## config.mk

```make
export PLATFORM = sky130hd
export DESIGN_NAME = frad_factor
export DESIGN_NICKNAME = d
export VERILOG_FILES = /design/src/hw/rtl/frad_pkg.sv /design/src/hw/rtl/frad_factor.sv
export SDC_FILE = /design/constraint.sdc
export NUM_CORES = 2
export LEC_CHECK = 0
export BUFFER_PORTS_ARGS = -buffer_cell sky130_fd_sc_hd__buf_2
export CAP_MARGIN = 20
export CORE_UTILIZATION = 45
export DETAILED_ROUTE_END_ITERATION = 8
export GPL_ROUTABILITY_DRIVEN = 0
export PLACE_DENSITY = 0.7
export RECOVER_POWER = 25
export SLEW_MARGIN = 20
export SYNTH_ARGS = -nofsm -noshare
export SYNTH_HDL_FRONTEND = slang
export SYNTH_SLANG_ARGS = --single-unit
```

## constraint.sdc

```tcl
create_clock -name clock -period 8.5 [get_ports clock]
set_clock_uncertainty 0.15 [all_clocks]
set_input_delay 0 -clock clock [delete_from_list [all_inputs] [get_ports clock]]
set_output_delay 0 -clock clock [all_outputs]
set_load 0.05 [all_outputs]
```

## src/hw/rtl/frad_pkg.sv

```systemverilog
// ============================================================================
// frad_pkg: shared constants, types and ladder table
// Fixed-point widths, item structures and the bitrate ladder used by the
// fuzzy rate adapter pipeline.
// ============================================================================
package frad_pkg;

   // fixed-point and field widths
   localparam int FRAC_BITS   = 16;
   localparam int LADDER_SIZE = 8;
   localparam int LVL_W       = 20;
   localparam int CHG_W       = 21;
   localparam int RATE_W      = 26;
   localparam int TGT_W       = 16;
   localparam int IDX_W       = 3;

   // membership divider: Q1.F quotient, one bit per stage
   localparam int MEM_W       = FRAC_BITS + 1;
   localparam int DIV_STEPS   = MEM_W;
   localparam int REM_W       = TGT_W + 1;

   // root-sum-square: sum of up to three squares, two radicand bits per stage
   localparam int SQ_W        = 2 * MEM_W;
   localparam int ROOT_W      = MEM_W;
   localparam int ROOT_STEPS  = SQ_W / 2;
   localparam int SQR_REM_W   = ROOT_W + 3;

   // factor divider: Q3.F quotient
   localparam int NUM_W       = ROOT_W + 5;
   localparam int DEN_W       = ROOT_W + 3;
   localparam int DVR_W       = DEN_W + 2;
   localparam int FACT_W      = FRAC_BITS + 3;
   localparam int FACT_STEPS  = FACT_W;
   localparam int NLO_W       = FACT_W - FRAC_BITS;
   localparam int PROD_W      = FACT_W + RATE_W;
   localparam int SRATE_W     = PROD_W - FRAC_BITS;
   localparam int SEL_W       = $clog2(LADDER_SIZE);

   localparam logic [MEM_W-1:0] ONE = {1'b1, {FRAC_BITS{1'b0}}};

   // base ladder, entries past the last repeat the top value
   localparam int LADDER_BASE = 8;
   localparam logic [RATE_W-1:0] LADDER_TAB [0:LADDER_BASE-1] = '{
      26'd3128000, 26'd3254000, 26'd3974000, 26'd4496000,
      26'd6408000, 26'd10938000, 26'd17156000, 26'd35018000
   };

   typedef enum logic [1:0] {
      LVL_EMPTY, LVL_LOW, LVL_HIGH, LVL_FULL
   } lvl_class_type;

   typedef enum logic [1:0] {
      CHG_FALL_ALL, CHG_FALL, CHG_RISE, CHG_RISE_ALL
   } chg_class_type;

   typedef struct packed {
      logic [MEM_W-1:0] empty;
      logic [MEM_W-1:0] ok;
      logic [MEM_W-1:0] full;
      logic [MEM_W-1:0] falling;
      logic [MEM_W-1:0] steady;
      logic [MEM_W-1:0] rising;
   } member_type;

   typedef struct packed {
      logic [ROOT_W-1:0] cr;
      logic [ROOT_W-1:0] csr;
      logic [ROOT_W-1:0] cnc;
      logic [ROOT_W-1:0] csi;
      logic [ROOT_W-1:0] ci;
   } class_type;

   function automatic logic [RATE_W-1:0] ladder_at(input int unsigned i);
      logic [RATE_W-1:0] val;
      if (i < LADDER_BASE) val = LADDER_TAB[i[2:0]];
      else val = LADDER_TAB[LADDER_BASE-1];
      return val;
   endfunction

endpackage

```

## src/hw/rtl/frad_factor.sv

```systemverilog
// ============================================================================
// frad_factor: weighted factor, rate scaling and ladder choice
// Weighted sum over class sum through a restoring divider, one quotient bit
// per stage, then the rate multiply and the ladder search.
// ============================================================================
module frad_factor (
   input  logic                          clock,
   input  logic                          reset,
   input  logic                          in_valid,
   input  frad_pkg::class_type           cls,
   input  logic [frad_pkg::RATE_W-1:0]   prev,
   output logic                          out_valid,
   output logic [frad_pkg::RATE_W-1:0]   chosen_rate,
   output logic [frad_pkg::IDX_W-1:0]    chosen_index
);

   localparam int NW = frad_pkg::NUM_W;
   localparam int DW = frad_pkg::DEN_W;
   localparam int VW = frad_pkg::DVR_W;
   localparam int FW = frad_pkg::FACT_W;
   localparam int NS = frad_pkg::FACT_STEPS;
   localparam int FB = frad_pkg::FRAC_BITS;
   localparam int PW = frad_pkg::PROD_W;
   localparam int QW = frad_pkg::SRATE_W;
   localparam int XW = frad_pkg::SEL_W;

   typedef struct packed {
      logic [VW-1:0]                rem;
      logic [VW-1:0]                dvr;
      logic [FW-1:0]                quo;
      logic [frad_pkg::NLO_W-1:0]   nlo;
      logic                         dz;
      logic [frad_pkg::RATE_W-1:0]  prev;
   } fstage_type;

   fstage_type           st_ff [0:NS];
   fstage_type           st_in [0:NS];
   logic [NS+2:0]        vld_ff;
   logic [NW-1:0]        num;
   logic [DW-1:0]        den;
   logic [FW-1:0]        factor;
   logic [PW-1:0]        prod_ff;
   logic [QW-1:0]        srate;
   logic [XW-1:0]        sel;
   logic [frad_pkg::RATE_W-1:0] rate_ff;
   logic [frad_pkg::IDX_W-1:0]  idx_ff;

   // weighted sum (weights times four) and class sum
   always_comb begin
      num = NW'(cls.cr) + (NW'(cls.csr) << 1) + (NW'(cls.cnc) << 2)
          + (NW'(cls.csi) << 3) + (NW'(cls.ci) << 4);
      den = DW'(cls.cr) + DW'(cls.csr) + DW'(cls.cnc) + DW'(cls.csi) + DW'(cls.ci);
      st_in[0]      = '0;
      st_in[0].rem  = VW'(num >> frad_pkg::NLO_W);
      st_in[0].dvr  = {den, 2'b00};
      st_in[0].nlo  = num[frad_pkg::NLO_W-1:0];
      st_in[0].dz   = (den == '0);
      st_in[0].prev = prev;
   end

   // divider stages, dividend bits below the fraction point are zero
   for (genvar s = 0; s < NS; s++) begin : g_step
      localparam int K = NS - 1 - s;
      logic          nb;
      logic [VW:0]   rin;
      logic          ge;
      if (K >= FB) begin : g_bit
         assign nb = st_ff[s].nlo[K-FB];
      end else begin : g_zero
         assign nb = 1'b0;
      end
      always_comb begin
         st_in[s+1]     = st_ff[s];
         rin            = {st_ff[s].rem, nb};
         ge             = (rin >= (VW+1)'(st_ff[s].dvr));
         st_in[s+1].rem = ge ? VW'(rin - (VW+1)'(st_ff[s].dvr)) : VW'(rin);
         st_in[s+1].quo = {st_ff[s].quo[FW-2:0], ge};
      end
   end

   assign factor = st_ff[NS].dz ? FW'(frad_pkg::ONE) : st_ff[NS].quo;
   assign srate  = prod_ff[PW-1:FB];

   // ladder: entry below the first one that exceeds the scaled rate
   always_comb begin
      sel = XW'(frad_pkg::LADDER_SIZE - 1);
      for (int i = frad_pkg::LADDER_SIZE - 1; i >= 1; i--) begin
         if (QW'(frad_pkg::ladder_at(i)) > srate) sel = XW'(i - 1);
      end
   end

   always_ff @(posedge clock) begin
      if (reset) vld_ff <= '0;
      else vld_ff <= {vld_ff[NS+1:0], in_valid};
   end

   always_ff @(posedge clock) begin
      st_ff   <= st_in;
      prod_ff <= PW'(factor) * PW'(st_ff[NS].prev);
      rate_ff <= frad_pkg::ladder_at(int'(sel));
      idx_ff  <= frad_pkg::IDX_W'(sel);
   end

   assign out_valid    = vld_ff[NS+2];
   assign chosen_rate  = rate_ff;
   assign chosen_index = idx_ff;

   a_factor_range: assert property (@(posedge clock) disable iff (reset)
      vld_ff[NS] && !st_ff[NS].dz |->
         (st_ff[NS].quo >= FW'(frad_pkg::ONE >> 2))
         && (st_ff[NS].quo <= (FW'(frad_pkg::ONE) << 2)))
      else $error("factor outside a quarter to four");

endmodule

```

==> out/qor.csv <==
stage,metric,value,unit
min_path,beginning of the worst hold path,cls[60],
critical_path,R2R cell count,23,
global_routing,initial antenna violation count,3,
synth,Synthesis Warnings,0,
placed_design,dpl hpwl,116,mm
critical_path,"critical path, cell by cell",nor2b_1 > buf_4 > nand2_1 > fa_1 > fa_1 > fa_1 > inv_1 > fa_1 > fa_1 > inv_1 > fa_1 > inv_1 > ha_1 > a21oi_1 > nor2b_1 > o21ai_0 > a21oi_1 > o2111ai_1 > nand2_1 > a311o_1 > a211o_1 > a21oi_1 > xnor2_1,
detailed_routing,Post-DRT Antenna Nets,0,
global_routing,number of global-route vias before repair,51500,
min_path,Hold Path Depth,7,
critical_path,critical path endpoint category,flip-flop,
clock_network,CTS tree,done,
global_routing,gr ovfl total,0,
global_routing,largest net degree at the start of global routing,40,
status,status,"complete, no violations",
critical_path,critical path class,flip-flop to flip-flop,
cells_and_area,"leading cell type in the layout, fill and taps excluded",dfxtp_1,
die,die area,0.164,mm²
critical_path,Crit Reg-Reg Endpoint,prod_ff[44],
sta,Fin Setup TNS,0,ns
detailed_routing,1st-pass router iterations,6,
die,Core Region,0.161,mm²
critical_path,Critical Path Start Type,flip-flop,
synth,top_reg_cell synth,dfxtp_1,
synth,Mean Syn Cell Area,10.2,µm²
sta,worst slew pin tran,1.05,ns
sta,final hold vios,0,
detailed_routing,vias per inst,5.01,
critical_path,CP Depth,23,
critical_path,Bufs and invs on worst path,4,
critical_path,CP required,9.03,ns
die,effective utilization at floorplan,45.4,%
global_routing,Tot GR Track Use,18.8,%
detailed_routing,DR vias,49200,
synth,Async SR Flop Fraction,0,%
die,Site Rows,147,
run,Max-Cap Viols,0,
critical_path,"Slowest-stage cell, CP",nor2b_1,
min_path,worst hold endpoint,st_ff[1829],
sta,fmax,130,MHz
sta,"Slew Viols, Final",0,
critical_path,CP peak stage delay,0.81,ns
cells_and_area,multi-input logic area,0.0372,mm²
cells_and_area,synthesis-to-finish area growth,14.6,%
cells_and_area,final net count,8719,
critical_path,critical path arrival,8.23,ns
clock_network,clk buf depth,3,
clock_network,clock latency on the worst-skew pair,0.81,ns
cells_and_area,Register Area,0.0316,mm²
synth,Seq cells post-synth,1576,
clock_network,Root Buffer,clkbuf_16,
critical_path,"CP delay by family, top",adder cells,
die,chip height,405,µm
sta,RSZ-0062 raised after global routing,false,
cells_and_area,most frequent cells in the layout,"dfxtp_1 (1576), inv_1 (986), ha_1 (557)",
detailed_routing,Total Wirelength,153,mm
sta,Tmin final,7.71,ns
min_path,min-delay worst type,primary input to flip-flop,
die,die width,405,µm
synth,sequential share of the synthesized area,43.2,%
critical_path,crit-path most repeated cell,fa_1,
detailed_routing,drt initial violations,2914,
sta,final setup violation count,0,
detailed_routing,Avg WL per Cell,15.6,µm
critical_path,R2R setup slack,0.79,ns
synth,post-synthesis cell type count,87,
clock_network,CTS Sinks,1576,
cells_and_area,Fillers,14000,
synth,Mapped Area,0.0731,mm²
synth,number of flops mapped to enable cells by yosys,0,
sta,fin crit share,90.7,%
clock_network,htree depth,4,
clock_network,clock-pin slew on the worst setup and hold paths,0.06,ns
cells_and_area,share of cells above drive strength 1,7.86,%
critical_path,worst flop-to-flop path startpoint,st_ff[26],
synth,Synth Instances,7152,
critical_path,worst-path maximum fanout,16,
global_routing,first-pass GRT wire length,251,mm
clock_network,CTS Buf Count,161,
die,I/O Pins,144,
detailed_routing,DRC viols,0,
sta,worst-case headroom to the max-slew limit,30.1,%
placed_design,I/O Buffers,139,
==> logic make-up after synthesis <==
logic type	synth area share (%)
other	0.00513
XOR/XNOR	3.69
AND/OR/NAND/NOR	11.8
AO/OA/AOI/OAI	10.0
flip-flops	43.2
buffers and inverters	5.98
adder cells (fa/ha/maj)	23.8
multiplexers	1.54
==> layer usage <==
metal | up-vias | share of wire, % | track usage, %
met5 | - | 0 | 0
met4 | 0 | 4.7 | 9.38
met3 | 406 | 5.5 | 3.79
met2 | 1391 | 49 | 33.1
met1 | 23400 | 41 | 21.6
li1 | 24000 | - | -
==> worst max-delay path by stage <==
stage | startpoint | end | slack, ns
3_3_place_gp | st_ff[26] | prod_ff[44] | 0.86
4_1_cts | st_ff[26] | prod_ff[44] | 0.76
5_1_grt | st_ff[26] | prod_ff[44] | 0.29
3_5_place_dp | st_ff[26] | prod_ff[44] | 0.79
6_report | st_ff[26] | prod_ff[44] | 0.79
2_1_floorplan | st_ff[26] | prod_ff[44] | 1.52
==> sequential cells by signal, indices dropped and copies added (netlist names) <==
signal        count
chosen_rate      21
vld_ff           22
st_ff          1113
prod_ff          29
g_step.rin      386
g_step.nb         3
chosen_index      2
==> worst reg2reg max path, cell delays in order, from the launching register on <==
cell and delay, ns:
dfxtp_1 0.49, nor2b_1 0.82, buf_4 0.35, nand2_1 0.11
fa_1 0.60, fa_1 0.44, fa_1 0.54, inv_1 0.07
fa_1 0.47, fa_1 0.55, inv_1 0.05, fa_1 0.52
inv_1 0.05, ha_1 0.34, a21oi_1 0.16, nor2b_1 0.06
o21ai_0 0.23, a21oi_1 0.13, o2111ai_1 0.27, nand2_1 0.20
a311o_1 0.42, a211o_1 0.31, a21oi_1 0.19, xnor2_1 0.14
==> final cells by class <==
class / count / area share, %
Clock buffer: 212 / 5.39
Sequential cell: 1576 / 37.7
Timing Repair Buffer: 370 / 3.45
Antenna cell: 4 / 0.0119
Tap cell: 2160 / 3.23
Multi-Input combinational cell: 4432 / 44.4
Clock inverter: 83 / 1.44
Inverter: 986 / 4.42
==> stage by stage <==
stage                     setup slack (ns)  hold slack [ns]  instances  instance area (µm²)  utilization [%]
after detailed placement             0.787          -0.0442       9342                76200             47.4
after floorplan                       1.52           -0.122       7155                73100                -
after global placement               0.863          -0.0452       9342                76200             47.4
after CTS                            0.763           0.0132       9818                83700             52.0
final                                0.792            0.106       9823                83800             52.1
after global routing                 0.289           0.0892       9821                83800             52.0
==> Yosys cell counts, types with 121 or more instances <==
cell	count	area, µm²
dfxtp_1	1576	31600
a21oi_1	386	1930
nor2_1	374	1400
xnor2_1	173	1520
inv_1	986	3700
nand2_1	547	2050
xor2_1	135	1180
fa_1	521	10400
and2_1	264	1650
ha_1	557	6970
o21ai_0	271	1360
clkbuf_1	121	454
==> timing repair <==
item	CTS	global route
setup buffers	0	0
endpoints found under the setup margin	0	0
endpoints found under the hold margin	91	0
hold buffers	181	0
resized for setup	0	0
Power is left out: the tool's default activity adds up to more than one toggle a clock period on the data nets, which glitch-free logic cannot reach.
