File: src/hw/rtl/frad_pkg.sv
// ============================================================================
// frad_pkg: shared constants, types and ladder table
// Fixed-point widths, item structures and the bitrate ladder used by the
// fuzzy rate adapter pipeline.
// ============================================================================
package frad_pkg;

   // fixed-point and field widths
   localparam int FRAC_BITS   = 16;
   localparam int LADDER_SIZE = 8;
   localparam int LVL_W       = 20;
   localparam int CHG_W       = 21;
   localparam int RATE_W      = 26;
   localparam int TGT_W       = 16;
   localparam int IDX_W       = 3;

   // membership divider: Q1.F quotient, one bit per stage
   localparam int MEM_W       = FRAC_BITS + 1;
   localparam int DIV_STEPS   = MEM_W;
   localparam int REM_W       = TGT_W + 1;

   // root-sum-square: sum of up to three squares, two radicand bits per stage
   localparam int SQ_W        = 2 * MEM_W;
   localparam int ROOT_W      = MEM_W;
   localparam int ROOT_STEPS  = SQ_W / 2;
   localparam int SQR_REM_W   = ROOT_W + 3;

   // factor divider: Q3.F quotient
   localparam int NUM_W       = ROOT_W + 5;
   localparam int DEN_W       = ROOT_W + 3;
   localparam int DVR_W       = DEN_W + 2;
   localparam int FACT_W      = FRAC_BITS + 3;
   localparam int FACT_STEPS  = FACT_W;
   localparam int NLO_W       = FACT_W - FRAC_BITS;
   localparam int PROD_W      = FACT_W + RATE_W;
   localparam int SRATE_W     = PROD_W - FRAC_BITS;
   localparam int SEL_W       = $clog2(LADDER_SIZE);

   localparam logic [MEM_W-1:0] ONE = {1'b1, {FRAC_BITS{1'b0}}};

   // base ladder, entries past the last repeat the top value
   localparam int LADDER_BASE = 8;
   localparam logic [RATE_W-1:0] LADDER_TAB [0:LADDER_BASE-1] = '{
      26'd3128000, 26'd3254000, 26'd3974000, 26'd4496000,
      26'd6408000, 26'd10938000, 26'd17156000, 26'd35018000
   };

   typedef enum logic [1:0] {
      LVL_EMPTY, LVL_LOW, LVL_HIGH, LVL_FULL
   } lvl_class_type;

   typedef enum logic [1:0] {
      CHG_FALL_ALL, CHG_FALL, CHG_RISE, CHG_RISE_ALL
   } chg_class_type;

   typedef struct packed {
      logic [MEM_W-1:0] empty;
      logic [MEM_W-1:0] ok;
      logic [MEM_W-1:0] full;
      logic [MEM_W-1:0] falling;
      logic [MEM_W-1:0] steady;
      logic [MEM_W-1:0] rising;
   } member_type;

   typedef struct packed {
      logic [ROOT_W-1:0] cr;
      logic [ROOT_W-1:0] csr;
      logic [ROOT_W-1:0] cnc;
      logic [ROOT_W-1:0] csi;
      logic [ROOT_W-1:0] ci;
   } class_type;

   function automatic logic [RATE_W-1:0] ladder_at(input int unsigned i);
      logic [RATE_W-1:0] val;
      if (i < LADDER_BASE) val = LADDER_TAB[i[2:0]];
      else val = LADDER_TAB[LADDER_BASE-1];
      return val;
   endfunction

endpackage

File: src/hw/rtl/frad_member.sv
// ============================================================================
// frad_member: membership grading
// Classifies level and change, runs two restoring ratio dividers (one
// quotient bit per stage) and forms the six triangular memberships.
// ============================================================================
module frad_member (
   input  logic                               clock,
   input  logic                               reset,
   input  logic                               in_valid,
   input  logic [frad_pkg::LVL_W-1:0]         lvl,
   input  logic signed [frad_pkg::CHG_W-1:0]  chg,
   input  logic [frad_pkg::RATE_W-1:0]        prev,
   input  logic [frad_pkg::TGT_W-1:0]         target,
   output logic                               out_valid,
   output frad_pkg::member_type               mem,
   output logic [frad_pkg::RATE_W-1:0]        out_prev
);

   localparam int LW = frad_pkg::LVL_W;
   localparam int CW = frad_pkg::CHG_W;
   localparam int TW = frad_pkg::TGT_W;
   localparam int RW = frad_pkg::REM_W;
   localparam int NS = frad_pkg::DIV_STEPS;
   localparam int MW = frad_pkg::MEM_W;
   localparam int EW = MW + 2;

   typedef struct packed {
      frad_pkg::lvl_class_type   lcl;
      frad_pkg::chg_class_type   ccl;
      logic [RW-1:0]             rem_l;
      logic [RW-1:0]             rem_c;
      logic [NS-1:0]             quo_l;
      logic [NS-1:0]             quo_c;
      logic [frad_pkg::RATE_W-1:0] prev;
   } mstage_type;

   mstage_type            st_ff [0:NS];
   mstage_type            st_in [0:NS];
   logic [NS:0]           vld_ff;
   logic [CW-1:0]         chg_u;
   logic                  chg_neg;
   logic [CW-1:0]         chg_mag;
   logic [RW-1:0]         tgt_r;
   frad_pkg::member_type  mem_in;
   frad_pkg::member_type  mem_ff;
   logic                  vo_ff;
   logic [frad_pkg::RATE_W-1:0] prev_ff;

   assign chg_u = chg;
   assign tgt_r = RW'(target);

   // entry: magnitude of change, region of level and change
   always_comb begin
      st_in[0] = '0;
      st_in[0].prev = prev;
      chg_neg = chg_u[CW-1];
      chg_mag = chg_neg ? (~chg_u + CW'(1)) : chg_u;
      if (lvl == '0) begin
         st_in[0].lcl = frad_pkg::LVL_EMPTY;
      end else if (lvl < LW'(target)) begin
         st_in[0].lcl   = frad_pkg::LVL_LOW;
         st_in[0].rem_l = RW'(lvl);
      end else if (lvl < LW'({target, 1'b0})) begin
         st_in[0].lcl   = frad_pkg::LVL_HIGH;
         st_in[0].rem_l = RW'(lvl - LW'(target));
      end else begin
         st_in[0].lcl = frad_pkg::LVL_FULL;
      end
      if (chg_neg && (chg_mag > CW'(target))) begin
         st_in[0].ccl = frad_pkg::CHG_FALL_ALL;
      end else if (chg_neg) begin
         st_in[0].ccl   = frad_pkg::CHG_FALL;
         st_in[0].rem_c = RW'(chg_mag);
      end else if (chg_mag < CW'(target)) begin
         st_in[0].ccl   = frad_pkg::CHG_RISE;
         st_in[0].rem_c = RW'(chg_mag);
      end else begin
         st_in[0].ccl = frad_pkg::CHG_RISE_ALL;
      end
   end

   // divider stages: first stage tests the integer bit, later ones shift
   for (genvar j = 0; j < NS; j++) begin : g_step
      logic [RW-1:0] rin_l;
      logic [RW-1:0] rin_c;
      logic          ge_l;
      logic          ge_c;
      always_comb begin
         st_in[j+1] = st_ff[j];
         rin_l = (j == 0) ? st_ff[j].rem_l : {st_ff[j].rem_l[TW-1:0], 1'b0};
         rin_c = (j == 0) ? st_ff[j].rem_c : {st_ff[j].rem_c[TW-1:0], 1'b0};
         ge_l  = (rin_l >= tgt_r);
         ge_c  = (rin_c >= tgt_r);
         st_in[j+1].rem_l = ge_l ? (rin_l - tgt_r) : rin_l;
         st_in[j+1].rem_c = ge_c ? (rin_c - tgt_r) : rin_c;
         st_in[j+1].quo_l = {st_ff[j].quo_l[NS-2:0], ge_l};
         st_in[j+1].quo_c = {st_ff[j].quo_c[NS-2:0], ge_c};
      end
   end

   // memberships from the ratios; each pair sums to one
   always_comb begin
      mem_in = '0;
      case (st_ff[NS].lcl)
         frad_pkg::LVL_EMPTY: mem_in.empty = frad_pkg::ONE;
         frad_pkg::LVL_LOW: begin
            mem_in.ok    = st_ff[NS].quo_l;
            mem_in.empty = frad_pkg::ONE - st_ff[NS].quo_l;
         end
         frad_pkg::LVL_HIGH: begin
            mem_in.full = st_ff[NS].quo_l;
            mem_in.ok   = frad_pkg::ONE - st_ff[NS].quo_l;
         end
         default: mem_in.full = frad_pkg::ONE;
      endcase
      case (st_ff[NS].ccl)
         frad_pkg::CHG_FALL_ALL: mem_in.falling = frad_pkg::ONE;
         frad_pkg::CHG_FALL: begin
            mem_in.falling = st_ff[NS].quo_c;
            mem_in.steady  = frad_pkg::ONE - st_ff[NS].quo_c;
         end
         frad_pkg::CHG_RISE: begin
            mem_in.rising = st_ff[NS].quo_c;
            mem_in.steady = frad_pkg::ONE - st_ff[NS].quo_c;
         end
         default: mem_in.rising = frad_pkg::ONE;
      endcase
   end

   always_ff @(posedge clock) begin
      if (reset) begin
         vld_ff <= '0;
         vo_ff  <= 1'b0;
      end else begin
         vld_ff <= {vld_ff[NS-1:0], in_valid};
         vo_ff  <= vld_ff[NS];
      end
   end

   always_ff @(posedge clock) begin
      st_ff   <= st_in;
      mem_ff  <= mem_in;
      prev_ff <= st_ff[NS].prev;
   end

   assign out_valid = vo_ff;
   assign mem       = mem_ff;
   assign out_prev  = prev_ff;

   a_level_sum: assert property (@(posedge clock) disable iff (reset)
      vo_ff |-> (EW'(mem_ff.empty) + EW'(mem_ff.ok) + EW'(mem_ff.full))
                == EW'(frad_pkg::ONE))
      else $error("level memberships do not sum to one");

   a_change_sum: assert property (@(posedge clock) disable iff (reset)
      vo_ff |-> (EW'(mem_ff.falling) + EW'(mem_ff.steady) + EW'(mem_ff.rising))
                == EW'(frad_pkg::ONE))
      else $error("change memberships do not sum to one");

endmodule

File: config.mk
export PLATFORM = sky130hd
export DESIGN_NAME = frad_member
export DESIGN_NICKNAME = d
export VERILOG_FILES = /design/src/hw/rtl/frad_pkg.sv /design/src/hw/rtl/frad_member.sv
export SDC_FILE = /design/constraint.sdc
export NUM_CORES = 2
export LEC_CHECK = 0
export BUFFER_PORTS_ARGS = -buffer_cell sky130_fd_sc_hd__buf_2
export CORE_AREA = 2 2 482 293
export DETAILED_ROUTE_END_ITERATION = 12
export DIE_AREA = 0 0 484 295
export PLACE_DENSITY_LB_ADDON = 0.12
export SLEW_MARGIN = 20
export SYNTH_ARGS = -nofsm -noshare
export SYNTH_HDL_FRONTEND = slang
export SYNTH_SLANG_ARGS = --single-unit
export TNS_END_PERCENT = 100
File: constraint.sdc
create_clock -name clock -period 8.7 [get_ports clock]
set_input_delay 0.435 -clock clock [delete_from_list [all_inputs] [get_ports clock]]
set_output_delay 0.435 -clock clock [all_outputs]
set_load 0.05 [all_outputs]
==> results by group <==
Clock network
  – Total clock buffers created by CTS: 142
  – Clock sinks: 1,539
  – Maximum level of the CTS H-tree: 4
  – Clk Latency, worst-skew pair: 0.77 ns
  – Root buf cell: clkbuf_16
  – Clock transition at the registers of the reported paths: 0.06 ns
  – Maximum count of clock buffers along a single path: 3
  – CTS tree: yes
  – Post-CTS setup buffer count: 0
  – CTS Hold Buffers Added: 47
  – Resize count post-CTS: 0

STA
  – Hold slack final: 0.0669 ns
  – Number of hold violations in the final report: 0
  – Slew @ Worst Pin: 1.10 ns
  – Unrepaired setup endpoints after global routing: false
  – Max-slew headroom: 26.4%
  – Share of the clock period used by the worst path: 42.9%
  – Sum Neg Setup Slack: 0 ns
  – Highest clock frequency the design can meet: 268 MHz
  – Final setup fails: 0
  – Min cycle time layout: 3.73 ns
  – Worst clock skew on the final layout: 0.0218 ns
  – Final Max Tran Viols: 0

Critical path
  – CP arrival: 4.38 ns
  – Setup crit start: target[6]
  – Count of buffering cells on the critical path with inverters included: 4
  – Depth of the worst register-to-register path: 7
  – Crit-path most repeated cell: inv_2
  – CP required: 9.35 ns
  – Slowest stage cell, crit path: a221oi_4
  – Worst reg2reg startpoint: g_step[4].rin_l[6]
  – Startpoint Class: primary input
  – CP peak stage delay: 0.84 ns
  – Path type of the worst setup path: primary input to flip-flop
  – FF-to-FF setup slack: 5.47 ns
  – Cell-by-cell trace of the critical path: buf_2 -> inv_2 -> buf_4 -> ha_1 -> a21o_1 -> o41ai_1 -> a32oi_1 -> a221oi_4 -> inv_2 -> mux2_2
  – Critical path peak fanout: 25
  – Reg-to-reg critical path endpoint: g_step[5].rin_l[5]
  – Family of cells with the greatest summed delay on the critical path: compound AO/OA/AOI/OAI gates
  – Critical Path Sink Type: flip-flop

Finish
  – Final Non-Filler Cells: 8,329
  – Fillers: 12,300
  – Finished Cell Area: 0.0720 mm^2
  – Layout area overhead: 13.7%
  – Net total in the final layout: 7,101
  – Proportion of layout cells with a drive suffix above 1: 12.3%

Power
  – Post-route total power: 28.1 mW
  – Pleak: 31.2 nW
  – Ratio of total power to cell area: 391 mW/mm^2
  – Max rail drop VDD: 0.177 mV

Logic synthesis
  – Count of cell types in the netlist: 101
  – Mapped Area: 0.0633 mm^2
  – Gate count after technology mapping: 6,047
  – Flip-flop and latch count after synthesis: 1,539
  – Top cell type by total area after synthesis: dfxtp_1
  – Synth async-reset ratio: 0%
  – Leading post-synthesis cells by cell area: dfxtp_1, ha_1, mux2_2
  – Synthesized netlist net count: 6,765
  – Count of flip-flops with a built-in enable after synthesis: 0
  – Most instantiated library cell after synthesis: dfxtp_1
  – Average size of a mapped cell: 10.5 um^2
  – Yosys warnings: 0
  – Ranking of synthesized cells by instance count: dfxtp_1, ha_1, a21oi_1
  – Portion of the post-synthesis area used by sequential elements: 48.7%
  – Area share of the leading cell type in the synthesized netlist: 48.7%
  – Leading register cell type out of synthesis: dfxtp_1

Global routing
  – All-Layer GR Usage: 20.0%
  – Total overflow reported by the global router: 0
  – Vias in the first global route: 41,300
  – Maximum number of pins on one net before global-route repair: 39
  – Number of antenna violations at the first check in global routing: 4
  – Wire length of the first global-routing pass: 229,000 um

Flow run
  – # Max-Cap Violations: 0

Detailed routing
  – Residual DRC: 0
  – Vias: 44,200
  – Number of vias per cell: 5.31
  – Routed WL per cell: 17.5 um
  – Initial drt markers: 2,917
  – Overall routed net length: 145,000 um
  – Number of optimization iterations in the first detailed-route pass: 7
  – Number of nets still failing antenna checks after routing: 0

Floorplan
  – # rows: 106
  – Vert. Die Dim: 295 um
  – Width of the die: 484 um
  – IO Pins: 215
  – Effective utilization at floorplan: 45.8%
  – Full die area: 0.143 mm^2
  – Area of the core: 0.138 mm^2

Hold path
  – Cells on Worst Hold Path: 3
  – Worst hold path class: primary input to flip-flop
  – Hold Path Sink: g_step[0].rin_c[7]
  – Hold Startpoint: chg[7]

Placement
  – Number of buffer cells added on primary ports: 214
  – Gp weighted congestion: 0.892
  – Placed Cells: 8,028
  – Cell Area, Placed: 0.0665 mm^2
  – Detailed placer's ending HPWL: 102,000 um

Status
  – Outcome: complete, no violations
through the flow:
step / utilization (%) / setup slack [ns]
global placement: 48.1 / 4.28
CTS: 52.0 / 5.08
detailed placement: 48.1 / 4.23
finish: 52.1 / 4.97
floorplan: - / 5.23
global route: 52.1 / 4.83
registers in the layout, indices dropped and copies added, names as in the netlist:
name and cells:
st_ff 846, mem 102, g_step.rin_c 273, out_prev 26
out_valid 1, g_step.rin_l 273, vld_ff 18
metal layers:
layer  global-route usage [%]  vias to the layer above  wire, um
met2                     27.2                     1053     55600
met3                     3.58                      213      8290
li1                         -                    22300         -
met1                     31.7                    20600     78700
met4                     5.28                        0      2830
met5                        0                        -         0
worst max path at each step:
stage,end,slack (ns),cells after the start
6_report,g_step[16].rin_c[15],4.97,10
2_1_floorplan,g_step[9].rin_l[10],5.23,12
3_3_place_gp,g_step[15].rin_l[5],4.28,9
3_5_place_dp,g_step[15].rin_l[5],4.23,9
4_1_cts,g_step[15].rin_l[5],5.08,9
5_1_grt,g_step[16].rin_c[15],4.83,10
power by group:
part | internal (mW) | switching [mW] | leakage, nW | total, mW
clock | 3.81 | 2.73 | 2.41 | 6.54
sequential | 9.09 | 1.12 | 12.9 | 10.2
combinational | 5.19 | 6.20 | 15.8 | 11.4
cells by family (layout without fill, tap and decap cells):
| kind of cell | count (synthesis) | after routing | share of synthesized area (%) |
|---|---|---|---|
| other | 1 | 2 | 0.00592 |
| buffers and inverters | 260 | 705 | 1.70 |
| flip-flops | 1539 | 1539 | 48.7 |
| adder cells (fa/ha/maj) | 632 | 632 | 12.9 |
| AO/OA/AOI/OAI | 1553 | 1553 | 15.6 |
| AND/OR/NAND/NOR | 1408 | 1408 | 11.2 |
| XOR/XNOR | 414 | 414 | 5.73 |
| multiplexers | 240 | 240 | 4.21 |
final cells by class:
cell class                      instances  area, um^2  share of cell area, %
Multi-Input combinational cell       4248       31500                   43.8
Sequential cell                      1539       30800                   42.8
Clock buffer                          183        3950                   5.49
Tap cell                             1836        2300                   3.19
Timing Repair Buffer                  291        1770                   2.46
Clock inverter                         70        1000                   1.39
Inverter                              161         604                  0.840
Antenna cell                            1        2.50                0.00348
tightest hold or removal path, stage by stage:
cell and delay [ns]:
buf_2 0.11, xnor2_1 0.10, nor2b_4 0.13
cell usage in the layout (no fill, tap or decap), drive strengths merged, types with 33 or more instances in the layout:
| cell | n |
|---|---|
| o21bai | 44 |
| buf | 244 |
| xor2 | 151 |
| fa | 33 |
| nand2 | 308 |
| a21o | 137 |
| dfxtp | 1539 |
| a21oi | 473 |
| nand2b | 65 |
| xnor2 | 263 |
| nor2b | 102 |
| ha | 599 |
| and3 | 43 |
| o31ai | 53 |
| nand3 | 91 |
| and2 | 119 |
| mux2 | 208 |
| o21a | 139 |
| nand4 | 60 |
| clkbuf | 183 |
| dlygate4sd3 | 47 |
| o31a | 34 |
| nor3 | 54 |
| nor2 | 414 |
| a31oi | 71 |
| inv | 170 |
| o21ai | 364 |
Power figures use the tool's default switching activity.
